[src/hsl_to_rgb_bytes_defines.svh]
// assertion macros for the hsl to rgb converter
// used by the top level only; needs a clk and rst_n in the including scope
`ifndef HSL_TO_RGB_BYTES_DEFINES_SVH
`define HSL_TO_RGB_BYTES_DEFINES_SVH

`ifndef SYNTH

// condition holds at every clock edge out of reset
`define HSL2RGB_ASSERT_ALWAYS(label, cond) \
    label: assert property (@(posedge clk) disable iff (!rst_n) (cond)) \
        else $error("assertion failed: cond");

// when pre holds, post holds at the next clock edge
`define HSL2RGB_ASSERT_NEXT(label, pre, post) \
    label: assert property (@(posedge clk) disable iff (!rst_n) (pre) |=> (post)) \
        else $error("assertion failed: pre then post");

`else

`define HSL2RGB_ASSERT_ALWAYS(label, cond)

`define HSL2RGB_ASSERT_NEXT(label, pre, post)

`endif

`endif

[src/hsl2rgb_pkg.sv]
// shared types, constants and the hue term function for the hsl to rgb converter
// no dependencies
`default_nettype none

package hsl2rgb_pkg;

    // hue in 1/16 degree, one full turn
    localparam int HUE_FULL = 5760;
    // one unit of the channel phase k
    localparam int K_UNIT   = 480;
    localparam int K_LO     = 3 * K_UNIT;
    localparam int K_HI     = 9 * K_UNIT;

    // phase offsets for red, green and blue (n = 0, 8, 4)
    localparam logic [12:0] CHAN_OFFSET [0:2] = '{13'd0, 13'd3840, 13'd1920};

    // y = 61200 + 128*122400 - s*m*t, always positive
    localparam logic signed [26:0] Y_BIAS = 27'sd15728400;
    // 122400 = 32 * 3825; divide by 32 is a shift, then by 3825
    localparam logic [11:0]  DIV_C = 12'd3825;
    // floor(2^32 / 3825)
    localparam logic [20:0]  RECIP = 21'd1122867;
    localparam logic signed [9:0] Q_BIAS = 10'sd128;

    typedef struct packed {
        logic [12:0] hue;
        logic [7:0]  saturation;
        logic [7:0]  lightness;
    } hsl_t;

    typedef struct packed {
        logic [7:0] red;
        logic [7:0] green;
        logic [7:0] blue;
    } rgb_t;

    // load strobes for the channel pipeline stages
    typedef struct packed {
        logic s2;
        logic s3;
        logic s4;
    } stage_en_t;

    // clamp(min(k-3, 9-k), -1, 1) in units of 1/480
    function automatic logic signed [10:0] chan_term(input logic [12:0] hue_w,
                                                     input logic [12:0] off);
        logic [13:0]        sum;
        logic [13:0]        sum_wrap;
        logic [12:0]        k;
        logic signed [13:0] t1;
        logic signed [13:0] t2;
        logic signed [13:0] t;
        sum      = {1'b0, hue_w} + {1'b0, off};
        sum_wrap = sum - 14'(HUE_FULL);
        k        = (sum >= 14'(HUE_FULL)) ? sum_wrap[12:0] : sum[12:0];
        t1       = $signed({1'b0, k}) - $signed(14'(K_LO));
        t2       = $signed(14'(K_HI)) - $signed({1'b0, k});
        t        = (t1 < t2) ? t1 : t2;
        if (t > $signed(14'(K_UNIT)))
            t = $signed(14'(K_UNIT));
        if (t < -$signed(14'(K_UNIT)))
            t = -$signed(14'(K_UNIT));
        return t[10:0];
    endfunction

endpackage

`default_nettype wire

[src/hsl2rgb_chan.sv]
// one color channel: product with the hue term, divide by 122400, round, clamp
// depends on hsl2rgb_pkg
`default_nettype none

module hsl2rgb_chan import hsl2rgb_pkg::*;
(
    input  wire logic               clk,
    input  wire stage_en_t          en,
    input  wire logic [14:0]        sm,
    input  wire logic signed [10:0] term,
    input  wire logic [7:0]         lightness,
    output logic [7:0]              value
);

    logic signed [15:0] sm_s;
    logic signed [26:0] prod_p;
    logic signed [26:0] y;
    logic [19:0]        yd_next;
    logic [19:0]        yd_reg;
    logic [7:0]         l2_reg;
    logic [40:0]        recip_prod;
    logic [7:0]         qe_next;
    logic [7:0]         qe_reg;
    logic [19:0]        yd3_reg;
    logic [7:0]         l3_reg;
    logic [19:0]        qd;
    logic [19:0]        rem;
    logic [8:0]         q_fix;
    logic signed [9:0]  q_sum;
    logic [7:0]         value_next;
    logic [7:0]         value_reg;

    // stage 2: biased numerator, already divided by 32
    always_comb
    begin
        sm_s    = $signed({1'b0, sm});
        prod_p  = sm_s * term;
        y       = Y_BIAS - prod_p;
        yd_next = y[24:5];
    end

    always_ff @(posedge clk)
    begin
        if (en.s2)
        begin
            yd_reg <= yd_next;
            l2_reg <= lightness;
        end
    end

    // stage 3: quotient estimate by reciprocal, low by at most one
    always_comb
    begin
        recip_prod = 41'(yd_reg) * 41'(RECIP);
        qe_next    = recip_prod[39:32];
    end

    always_ff @(posedge clk)
    begin
        if (en.s3)
        begin
            qe_reg  <= qe_next;
            yd3_reg <= yd_reg;
            l3_reg  <= l2_reg;
        end
    end

    // stage 4: fix the estimate, add lightness, clamp to a byte
    always_comb
    begin
        qd    = 20'(qe_reg) * 20'(DIV_C);
        rem   = yd3_reg - qd;
        q_fix = {1'b0, qe_reg} + ((rem >= 20'(DIV_C)) ? 9'd1 : 9'd0);
        q_sum = $signed({2'b00, l3_reg}) + $signed({1'b0, q_fix}) - Q_BIAS;
        if (q_sum < 10'sd0)
            value_next = 8'd0;
        else if (q_sum > 10'sd255)
            value_next = 8'd255;
        else
            value_next = q_sum[7:0];
    end

    always_ff @(posedge clk)
    begin
        if (en.s4)
            value_reg <= value_next;
    end

    assign value = value_reg;

endmodule

`default_nettype wire

[src/hsl_to_rgb_bytes.sv]
// hsl to rgb byte converter, pipeline control, hue stage and three channels
// depends on hsl2rgb_pkg, hsl2rgb_chan and hsl_to_rgb_bytes_defines.svh
//
// Usage:
// - input channel hsl (hsl_valid/hsl_ready) carries hue in 1/16 degree,
//   saturation and lightness as fractions of 255; hue wraps at 360 degrees
// - output channel rgb (rgb_valid/rgb_ready) carries red, green, blue bytes
// - one rgb item per hsl item, in order
// - rgb_valid rises once the accepted item has passed through four register
//   stages: hue term and s*m product, numerator, reciprocal quotient,
//   correction and clamp into the output register
// - throughput is one item per cycle while rgb_ready is high
// - a stall on rgb_ready holds every full stage; empty stages keep filling,
//   so hsl_ready drops only once all four stages hold an item
// - reset empties the pipeline; no result is shown until an item is taken
`default_nettype none
`include "hsl_to_rgb_bytes_defines.svh"

module hsl_to_rgb_bytes import hsl2rgb_pkg::*;
(
    input  wire logic clk,
    input  wire logic rst_n,
    input  wire logic hsl_valid,
    output logic      hsl_ready,
    input  wire hsl_t hsl,
    output logic      rgb_valid,
    input  wire logic rgb_ready,
    output rgb_t      rgb
);

    logic               v1_reg;
    logic               v2_reg;
    logic               v3_reg;
    logic               v4_reg;
    logic               ready1;
    logic               ready2;
    logic               ready3;
    logic               ready4;
    stage_en_t          en;
    logic [12:0]        hue_w;
    logic [12:0]        hue_sub;
    logic [6:0]         m;
    logic [14:0]        sm_next;
    logic [14:0]        sm_reg;
    logic [7:0]         l1_reg;
    logic signed [10:0] term_next [0:2];
    logic signed [10:0] term_reg  [0:2];
    logic [7:0]         chan_value [0:2];

    // stage ready chain, a stage moves when the next one has room
    always_comb
    begin
        ready4    = !v4_reg || rgb_ready;
        ready3    = !v3_reg || ready4;
        ready2    = !v2_reg || ready3;
        ready1    = !v1_reg || ready2;
        hsl_ready = ready1;
        en.s2     = ready2 && v1_reg;
        en.s3     = ready3 && v2_reg;
        en.s4     = ready4 && v3_reg;
    end

    // valid bits follow the items
    always_ff @(posedge clk or negedge rst_n)
    begin
        if (!rst_n)
        begin
            v1_reg <= 1'b0;
            v2_reg <= 1'b0;
            v3_reg <= 1'b0;
            v4_reg <= 1'b0;
        end
        else
        begin
            if (ready1)
                v1_reg <= hsl_valid;
            if (ready2)
                v2_reg <= v1_reg;
            if (ready3)
                v3_reg <= v2_reg;
            if (ready4)
                v4_reg <= v3_reg;
        end
    end

    // stage 1: wrap hue, per channel hue term, chroma product s*min(l, 255-l)
    always_comb
    begin
        hue_sub = hsl.hue - 13'(HUE_FULL);
        hue_w   = (hsl.hue >= 13'(HUE_FULL)) ? hue_sub : hsl.hue;
        m       = hsl.lightness[7] ? ~hsl.lightness[6:0] : hsl.lightness[6:0];
        sm_next = 15'(hsl.saturation) * 15'(m);
        for (int c = 0; c < 3; c++)
            term_next[c] = chan_term(hue_w, CHAN_OFFSET[c]);
    end

    always_ff @(posedge clk)
    begin
        if (hsl_valid && ready1)
        begin
            sm_reg <= sm_next;
            l1_reg <= hsl.lightness;
            for (int c = 0; c < 3; c++)
                term_reg[c] <= term_next[c];
        end
    end

    // stages 2 to 4 per channel
    for (genvar c = 0; c < 3; c++)
    begin : g_chan
        hsl2rgb_chan u_chan
        (
            .clk       (clk),
            .en        (en),
            .sm        (sm_reg),
            .term      (term_reg[c]),
            .lightness (l1_reg),
            .value     (chan_value[c])
        );
    end

    assign rgb_valid = v4_reg;
    assign rgb.red   = chan_value[0];
    assign rgb.green = chan_value[1];
    assign rgb.blue  = chan_value[2];

    // an empty output stage never blocks the input
    `HSL2RGB_ASSERT_ALWAYS(a_ready_when_out_empty, !rgb_valid -> hsl_ready)

    // a stalled stage 1 keeps its item and data
    `HSL2RGB_ASSERT_NEXT(a_stage1_hold, v1_reg && !ready2, v1_reg && $stable(sm_reg) && $stable(l1_reg))

    // input blocked only when every stage is full
    `HSL2RGB_ASSERT_ALWAYS(a_block_only_full, !hsl_ready -> (v1_reg && v2_reg && v3_reg && v4_reg))

endmodule

`default_nettype wire
[config.mk]
export PLATFORM = sky130hd
export DESIGN_NAME = hsl_to_rgb_bytes
export DESIGN_NICKNAME = d
export VERILOG_FILES = /design/src/hsl2rgb_pkg.sv /design/src/hsl2rgb_chan.sv /design/src/hsl_to_rgb_bytes.sv
export VERILOG_INCLUDE_DIRS = /design/src /design/src/src
export SDC_FILE = /design/constraint.sdc
export NUM_CORES = 2
export LEC_CHECK = 0
export ABC_CLOCK_PERIOD_IN_PS = 9200
export BUFFER_PORTS_ARGS = -buffer_cell sky130_fd_sc_hd__buf_2
export CAP_MARGIN = 20
export CORE_MARGIN = 2
export CORE_UTILIZATION = 45
export DETAILED_ROUTE_END_ITERATION = 7
export PLACE_DENSITY_LB_ADDON = 0.3
export SLEW_MARGIN = 5
export SYNTH_ARGS = -nofsm -noshare
export SYNTH_HDL_FRONTEND = slang
export SYNTH_SLANG_ARGS = --single-unit
[constraint.sdc]
create_clock -name clk -period 9.2 [get_ports clk]
set_input_delay 0.46 -clock clk [delete_from_list [all_inputs] [get_ports clk]]
set_output_delay 0.46 -clock clk [all_outputs]
set_load 0.1 [all_outputs]
Yosys cells after proc, flatten, opt, wreduce, memory -nomap -nowiden:

Memory sizes are Yosys's and may differ from the RTL's.
Index checks and enable logic that the tools add are counted.

* memories kept: 1
* flip-flop bits (word level): 211
* memory bits (writable): 33
* input port bits: 33
* output and inout port bits: 26

* reductions and logical operators: 12
* order comparisons: 22
* add/sub/neg operators: 27
* multiplexer cells: 22
* $mul: 10
* bitwise logic cells: 1

Memory list
* term_reg: words 3, width 11, read ports 3, clocked after Yosys merged registers in 0, wr ports 3, line hsl_to_rgb_bytes.sv:47 `logic signed [10:0] term_reg [0:2];`

Operators with widths (count)
* multiplier 20 x 21 -> 40 bit (second input constant): 3
* two-way mux 14 bit: 6
* multiplier 16 x 11 -> 25 bit: 3
* subtractor 25 bit (first input constant): 3
* >= comparator 20 x 12 -> 1 bit (second input constant): 3
* multiplier 8 x 12 -> 20 bit (second input constant): 3
* subtractor 20 bit: 3
* two-way mux 13 bit: 4
* subtractor 13 bit (second input constant): 4
* greater-than comparator 14 x 10 -> 1 bit (second input constant): 3
* less-than comparator 14 x 10 -> 1 bit (second input constant): 3
* less-than comparator 14 bit: 3
* subtractor 13 x 11 -> 14 bit (second input constant): 3
* subtractor 13 x 13 -> 14 bit (first input constant): 3
* two-way mux 11 bit: 3
* adder 8 x 9 -> 10 bit: 3
* greater-than comparator 10 x 9 -> 1 bit (second input constant): 3
* less-than comparator 10 x 1 -> 1 bit (second input constant): 3
* subtractor 10 x 9 -> 10 bit (second input constant): 3
* >= comparator 14 x 13 -> 1 bit (second input constant): 2
* adder 8 x 9 -> 9 bit: 3
* >= comparator 13 bit (second input constant): 2
* two-way mux 8 bit: 3
* multiplier 8 x 7 -> 15 bit: 1
* other kinds (8): 21

Depth between registers and ports, before layout:

* depth after elaboration: 12
* depth in mapped cells: 35
* gate-level depth less buffers: 35

Hierarchy:

A second synthesis with hierarchy kept.

* cell total of the unflattened synthesis: 5780
* area, all modules: 56146.3 µm²

By module, submodules not included
* hsl2rgb_chan at g_chan[1].u_chan: area an instance 16005.4 µm², seq. area each 2162.1 µm², times used 1, cells an instance 1610
* hsl2rgb_chan at g_chan[2].u_chan: area an instance 15996.6 µm², seq. area each 2162.1 µm², times used 1, cells an instance 1605
* hsl2rgb_chan at g_chan[0].u_chan: area an instance 15989.1 µm², seq. area each 2162.1 µm², times used 1, cells an instance 1609
* hsl_to_rgb_bytes: area an instance 8155.3 µm², seq. area each 1781.7 µm², times used 1, cells an instance 956

Least setup slack after synthesis:

OpenSTA, ideal clock, no wires.

* kind: input port to flip-flop
* start: input hsl[16] (netlist bit)
* end: memory term_reg[1][5], in the netlist term_reg[0][16], data pin
* cell stages on the path: 33
* setup slack: 1.593 ns
* data arrival time: 7.347 ns
* required time: 8.940 ns
* cells stage by stage: inv_1 -> ha_1 -> or4b_4 -> or4_4 -> buf_6 -> a21oi_1 -> or2_2 -> clkbuf_1 -> inv_1 -> ha_1 -> clkbuf_1 -> nor2b_1 -> o2111ai_1 -> o211ai_1 -> nor2_1 -> or3_1 -> buf_2 -> o22ai_1 -> a21oi_1 -> a31o_2 -> ha_1 -> clkbuf_1 -> nand4_1 -> nor2_1 -> nor2_1 -> nand2_1 -> xnor2_1 -> a31oi_2 -> mux2_2 -> o32ai_1 -> nor4_1 -> o22ai_1 -> nand2_1

RTL lines
* start: declaration: line hsl_to_rgb_bytes.sv:25 `input wire hsl_t hsl,`
* end: declaration: line hsl_to_rgb_bytes.sv:47

Worst setup path in the final report:

* start: register g_chan[0].u_chan.qe_reg[1]
* end: register g_chan[0].u_chan.value_reg[6], data pin

* word-level cells in the longest chain between the ends: 9
* elaborated cells on any way between the ends: 10
* classes of those cells: 4 x add/sub; 1 x mul; 3 x order compare; 2 x mux

RTL lines
* start: declaration: line hsl2rgb_chan.sv:23 `logic [7:0] qe_reg;`
* start signal: assignment: line hsl2rgb_chan.sv:62 `qe_reg <= qe_next;`
* multiplier 8 x 12 -> 20 bit: line hsl2rgb_chan.sv:71 `qd = 20'(qe_reg) * 20'(DIV_C);`
* subtractor 20 bit: line hsl2rgb_chan.sv:72 `rem = yd3_reg - qd;`
* >= comparator 20 x 12 -> 1 bit: line hsl2rgb_chan.sv:73 `q_fix = {1'b0, qe_reg} + ((rem >= 20'(DIV_C)) ? 9'd1 : 9'd0);`
* two-way mux 1 bit: line hsl2rgb_chan.sv:73
* adder 8 x 9 -> 9 bit *: line hsl2rgb_chan.sv:73
* adder 8 x 9 -> 10 bit *: line hsl2rgb_chan.sv:74 `q_sum = $signed({2'b00, l3_reg}) + $signed({1'b0, q_fix}) - Q_BIAS;`
* subtractor 10 x 9 -> 10 bit *: line hsl2rgb_chan.sv:74
* greater-than comparator 10 x 9 -> 1 bit: line hsl2rgb_chan.sv:77 `else if (q_sum > 10'sd255)`
* two-way mux 8 bit: line hsl2rgb_chan.sv:77
* end signal: assignment: line hsl2rgb_chan.sv:86 `value_reg <= value_next;`
* end: declaration: line hsl2rgb_chan.sv:31 `logic [7:0] value_reg;`

Every way passes the cells marked *; elsewhere a longest branch is shown, timed or not.
A chain may end at the register's enable or synchronous reset.

==> flow_metrics.tcl <==
set metrics [dict create \
    slew_viol_final 0 \
    crit_required_ns 9.54 \
    dr.pass1.iters 5 \
    grt_pass1_wl_mm 197 \
    route.vias.total 36500 \
    cts_tree "done" \
    netlist_top_cells_count "inv_1, ha_1, fa_1" \
    io-pin-count 59 \
    async_reset_ff_share_pct 1.64 \
    synthesis.area_mm2 0.0535 \
    synth_cell_type_count 92 \
    drtIter0Drc 1767 \
    finalSetupViolations 0 \
    clk-insertion-delay-late_ns 0.62 \
    dp_hpwl_mm 94.7 \
    grt_use_total_pct 19.7 \
    dp_slack_ns 0.792 \
    rows 126 \
    hp-class "in2reg" \
    cts_root_buf "clkbuf_16" \
    arrival_ns 8.62 \
    ys_seq_elements 244 \
    post_cts_buffers 0 \
    hold_viol_final 0 \
    startpoint_type "flop" \
    avgViaCountPerCell 5.15 \
    cp_max_fo 9 \
    end_kind "flop" \
    drcViolationCount 0 \
    yosys-top-cells-area "fa_1, ha_1, edfxtp_1" \
    start_util_pct 45.3 \
    drive_gt1_share_pct 3.57 \
    synthFlopType "edfxtp_1" \
    die_height_um 349 \
    finish.net_count 7376 \
    cap_violations 0 \
    synth_edf_count 240 \
    yosys.area.top_type "fa_1" \
    post-route-min-period_ns 8.28 \
    cts_buffer_depth 3 \
    skew_ns 0.0401 \
    period_share_pct 90.0 \
    netlist.area_leader.share_pct 28.2 \
    yosys_warnings 0 \
    cts_num_sinks 244 \
    clk_pin_slew_ns 0.07 \
    crit_slowest_cell "edfxtp_1" \
    wl_mm 115 \
    yosysMostFrequentCell "inv_1" \
    setup_tns_ns 0 \
    area_growth_pct 5.67 \
    worstMarginPinSlew_ns 1.03 \
    synth_nets 7373 \
    yosysSeqAreaShare_pct 13.7 \
    final_util_pct 47.9 \
    die_area_mm2 0.122 \
    fmaxAchievable_ghz 0.121 \
    wl_per_cell_um 16.3 \
    synthCells 5519 \
    die_width_um 349 \
    max_stage_delay_ns 0.61 \
    antenna_found_initial 1 \
    crit_type "reg2reg" \
    syn_area_per_cell_um2 9.69 \
    grt_pass1_vias 39400 \
    outcome "completed" \
    numCtsBuffers 29 \
    grt_max_degree 69 \
    layout_setup_ws_ns 0.918 \
    timing.slew.headroom_pct 30.5 \
    core_area_mm2 0.118 \
    io_buffers 58 \
    antenna_left 0 \
    grt_remaining_overflow 0 \
    cts_resized 0 \
    h-tree-depth 1 \
    gp_congestion 0.915 \
    grt_setup_unrepaired "false" \
]
worst max-delay path: cells and delay by family (launching register included):
| kind | cells | cell delay, ns |
|---|---|---|
| xor gates and xnor gates | 1 | 0.31 |
| AOI/OAI and AO/OA | 12 | 2.01 |
| muxes | 1 | 0.14 |
| and+or+nand+nor | 3 | 0.75 |
| adders and majority gates | 10 | 3.83 |
| buffers and inverters | 5 | 0.40 |
| DFF | 1 | 0.61 |
cell usage in the layout (no fill, tap or decap), drive strengths merged, types with 8 or more instances in the layout:
cell	n
a211o	9
a211oi	26
a21o	52
a21oi	187
a31o	8
a31oi	21
and2	318
and3	18
buf	92
clkbuf	30
clkinv	11
edfxtp	240
fa	753
ha	1068
inv	1287
mux2i	28
nand2	321
nand2b	29
nand3	51
nand4	29
nor2	179
nor2b	69
nor3	54
nor4	16
o2111ai	8
o211ai	15
o21a	37
o21ai	121
o21bai	31
o22ai	10
o31ai	12
or2	23
or3	24
or4	12
xnor2	163
xor2	60
metrics by stage:
stage	hold slack [ns]	cells	area (um^2)
6_report	0.0785	7080	56500
4_1_cts	0.0383	7079	56500
3_5_place_dp	0.270	7025	55500
2_1_floorplan	0.164	5519	53500
5_1_grt	0.0581	7079	56500
3_3_place_gp	0.268	7025	55500
final cells by class:
cell class,instances,area [um^2]
diodes,1,2.50
clock buffers,30,729
clock inverters,22,290
repair buffers,94,566
multi-input cells,3867,40900
inverters,1286,4830
well taps,1536,1920
fillers,11000,61400
flip-flops and latches,244,7310
logic make-up (layout without fill, tap and decap cells):
| family | count (synthesis) | in the layout | synth area share, % |
|---|---|---|---|
| multiplexers | 35 | 35 | 0.679 |
| AND/OR/NAND/NOR | 1163 | 1163 | 11.2 |
| AO/OA/AOI/OAI | 625 | 625 | 7.67 |
| adder cells (fa/ha/maj) | 1821 | 1821 | 53.2 |
| XOR/XNOR | 223 | 223 | 3.65 |
| buffers and inverters | 1408 | 1432 | 9.94 |
| flip-flops | 244 | 244 | 13.7 |
| other | 0 | 1 | 0 |
metal layers:
metal	wire length [um]	up-vias	share of wire, %	global-route usage (%)
met4	2090	0	1.8	3.80
met5	0	-	0	0
met1	55200	18100	48	27.4
met2	54500	528	47	33.8
met3	3490	128	3.0	1.55
li1	-	17700	-	-
timing repair:
action                                  4_1_cts  5_1_grt
endpoints found under the setup margin        0        0
endpoints found under the hold margin         5        0
hold buffers                                  2        0
path summary, 6_finish.rpt:
kind / startpoint / endpoint / slack [ns] / cells past startpoint
min in group asynchronous: rst_n / v2_reg$_DFFE_PN0P_ / 0.18 / 2
setup / recovery: g_chan[0].u_chan.qe_reg[1]$_DFFE_PP_ / g_chan[0].u_chan.value[6]$_SDFFCE_PN0P_ / 0.92 / 32
hold reg to reg: l1_reg[7]$_DFFE_PP_ / g_chan[1].u_chan.l2_reg[7]$_DFFE_PP_ / 0.40 / 0
setup reg to reg: g_chan[0].u_chan.qe_reg[1]$_DFFE_PP_ / g_chan[0].u_chan.value[6]$_SDFFCE_PN0P_ / 0.92 / 32
hold / removal: hsl[4] / l1_reg[4]$_DFFE_PP_ / 0.08 / 1
max in group asynchronous: rst_n / v3_reg$_DFFE_PN0P_ / 8.91 / 2
Power is left out: the tool's default activity adds up to more than one toggle a clock period on the data nets, which glitch-free logic cannot reach.
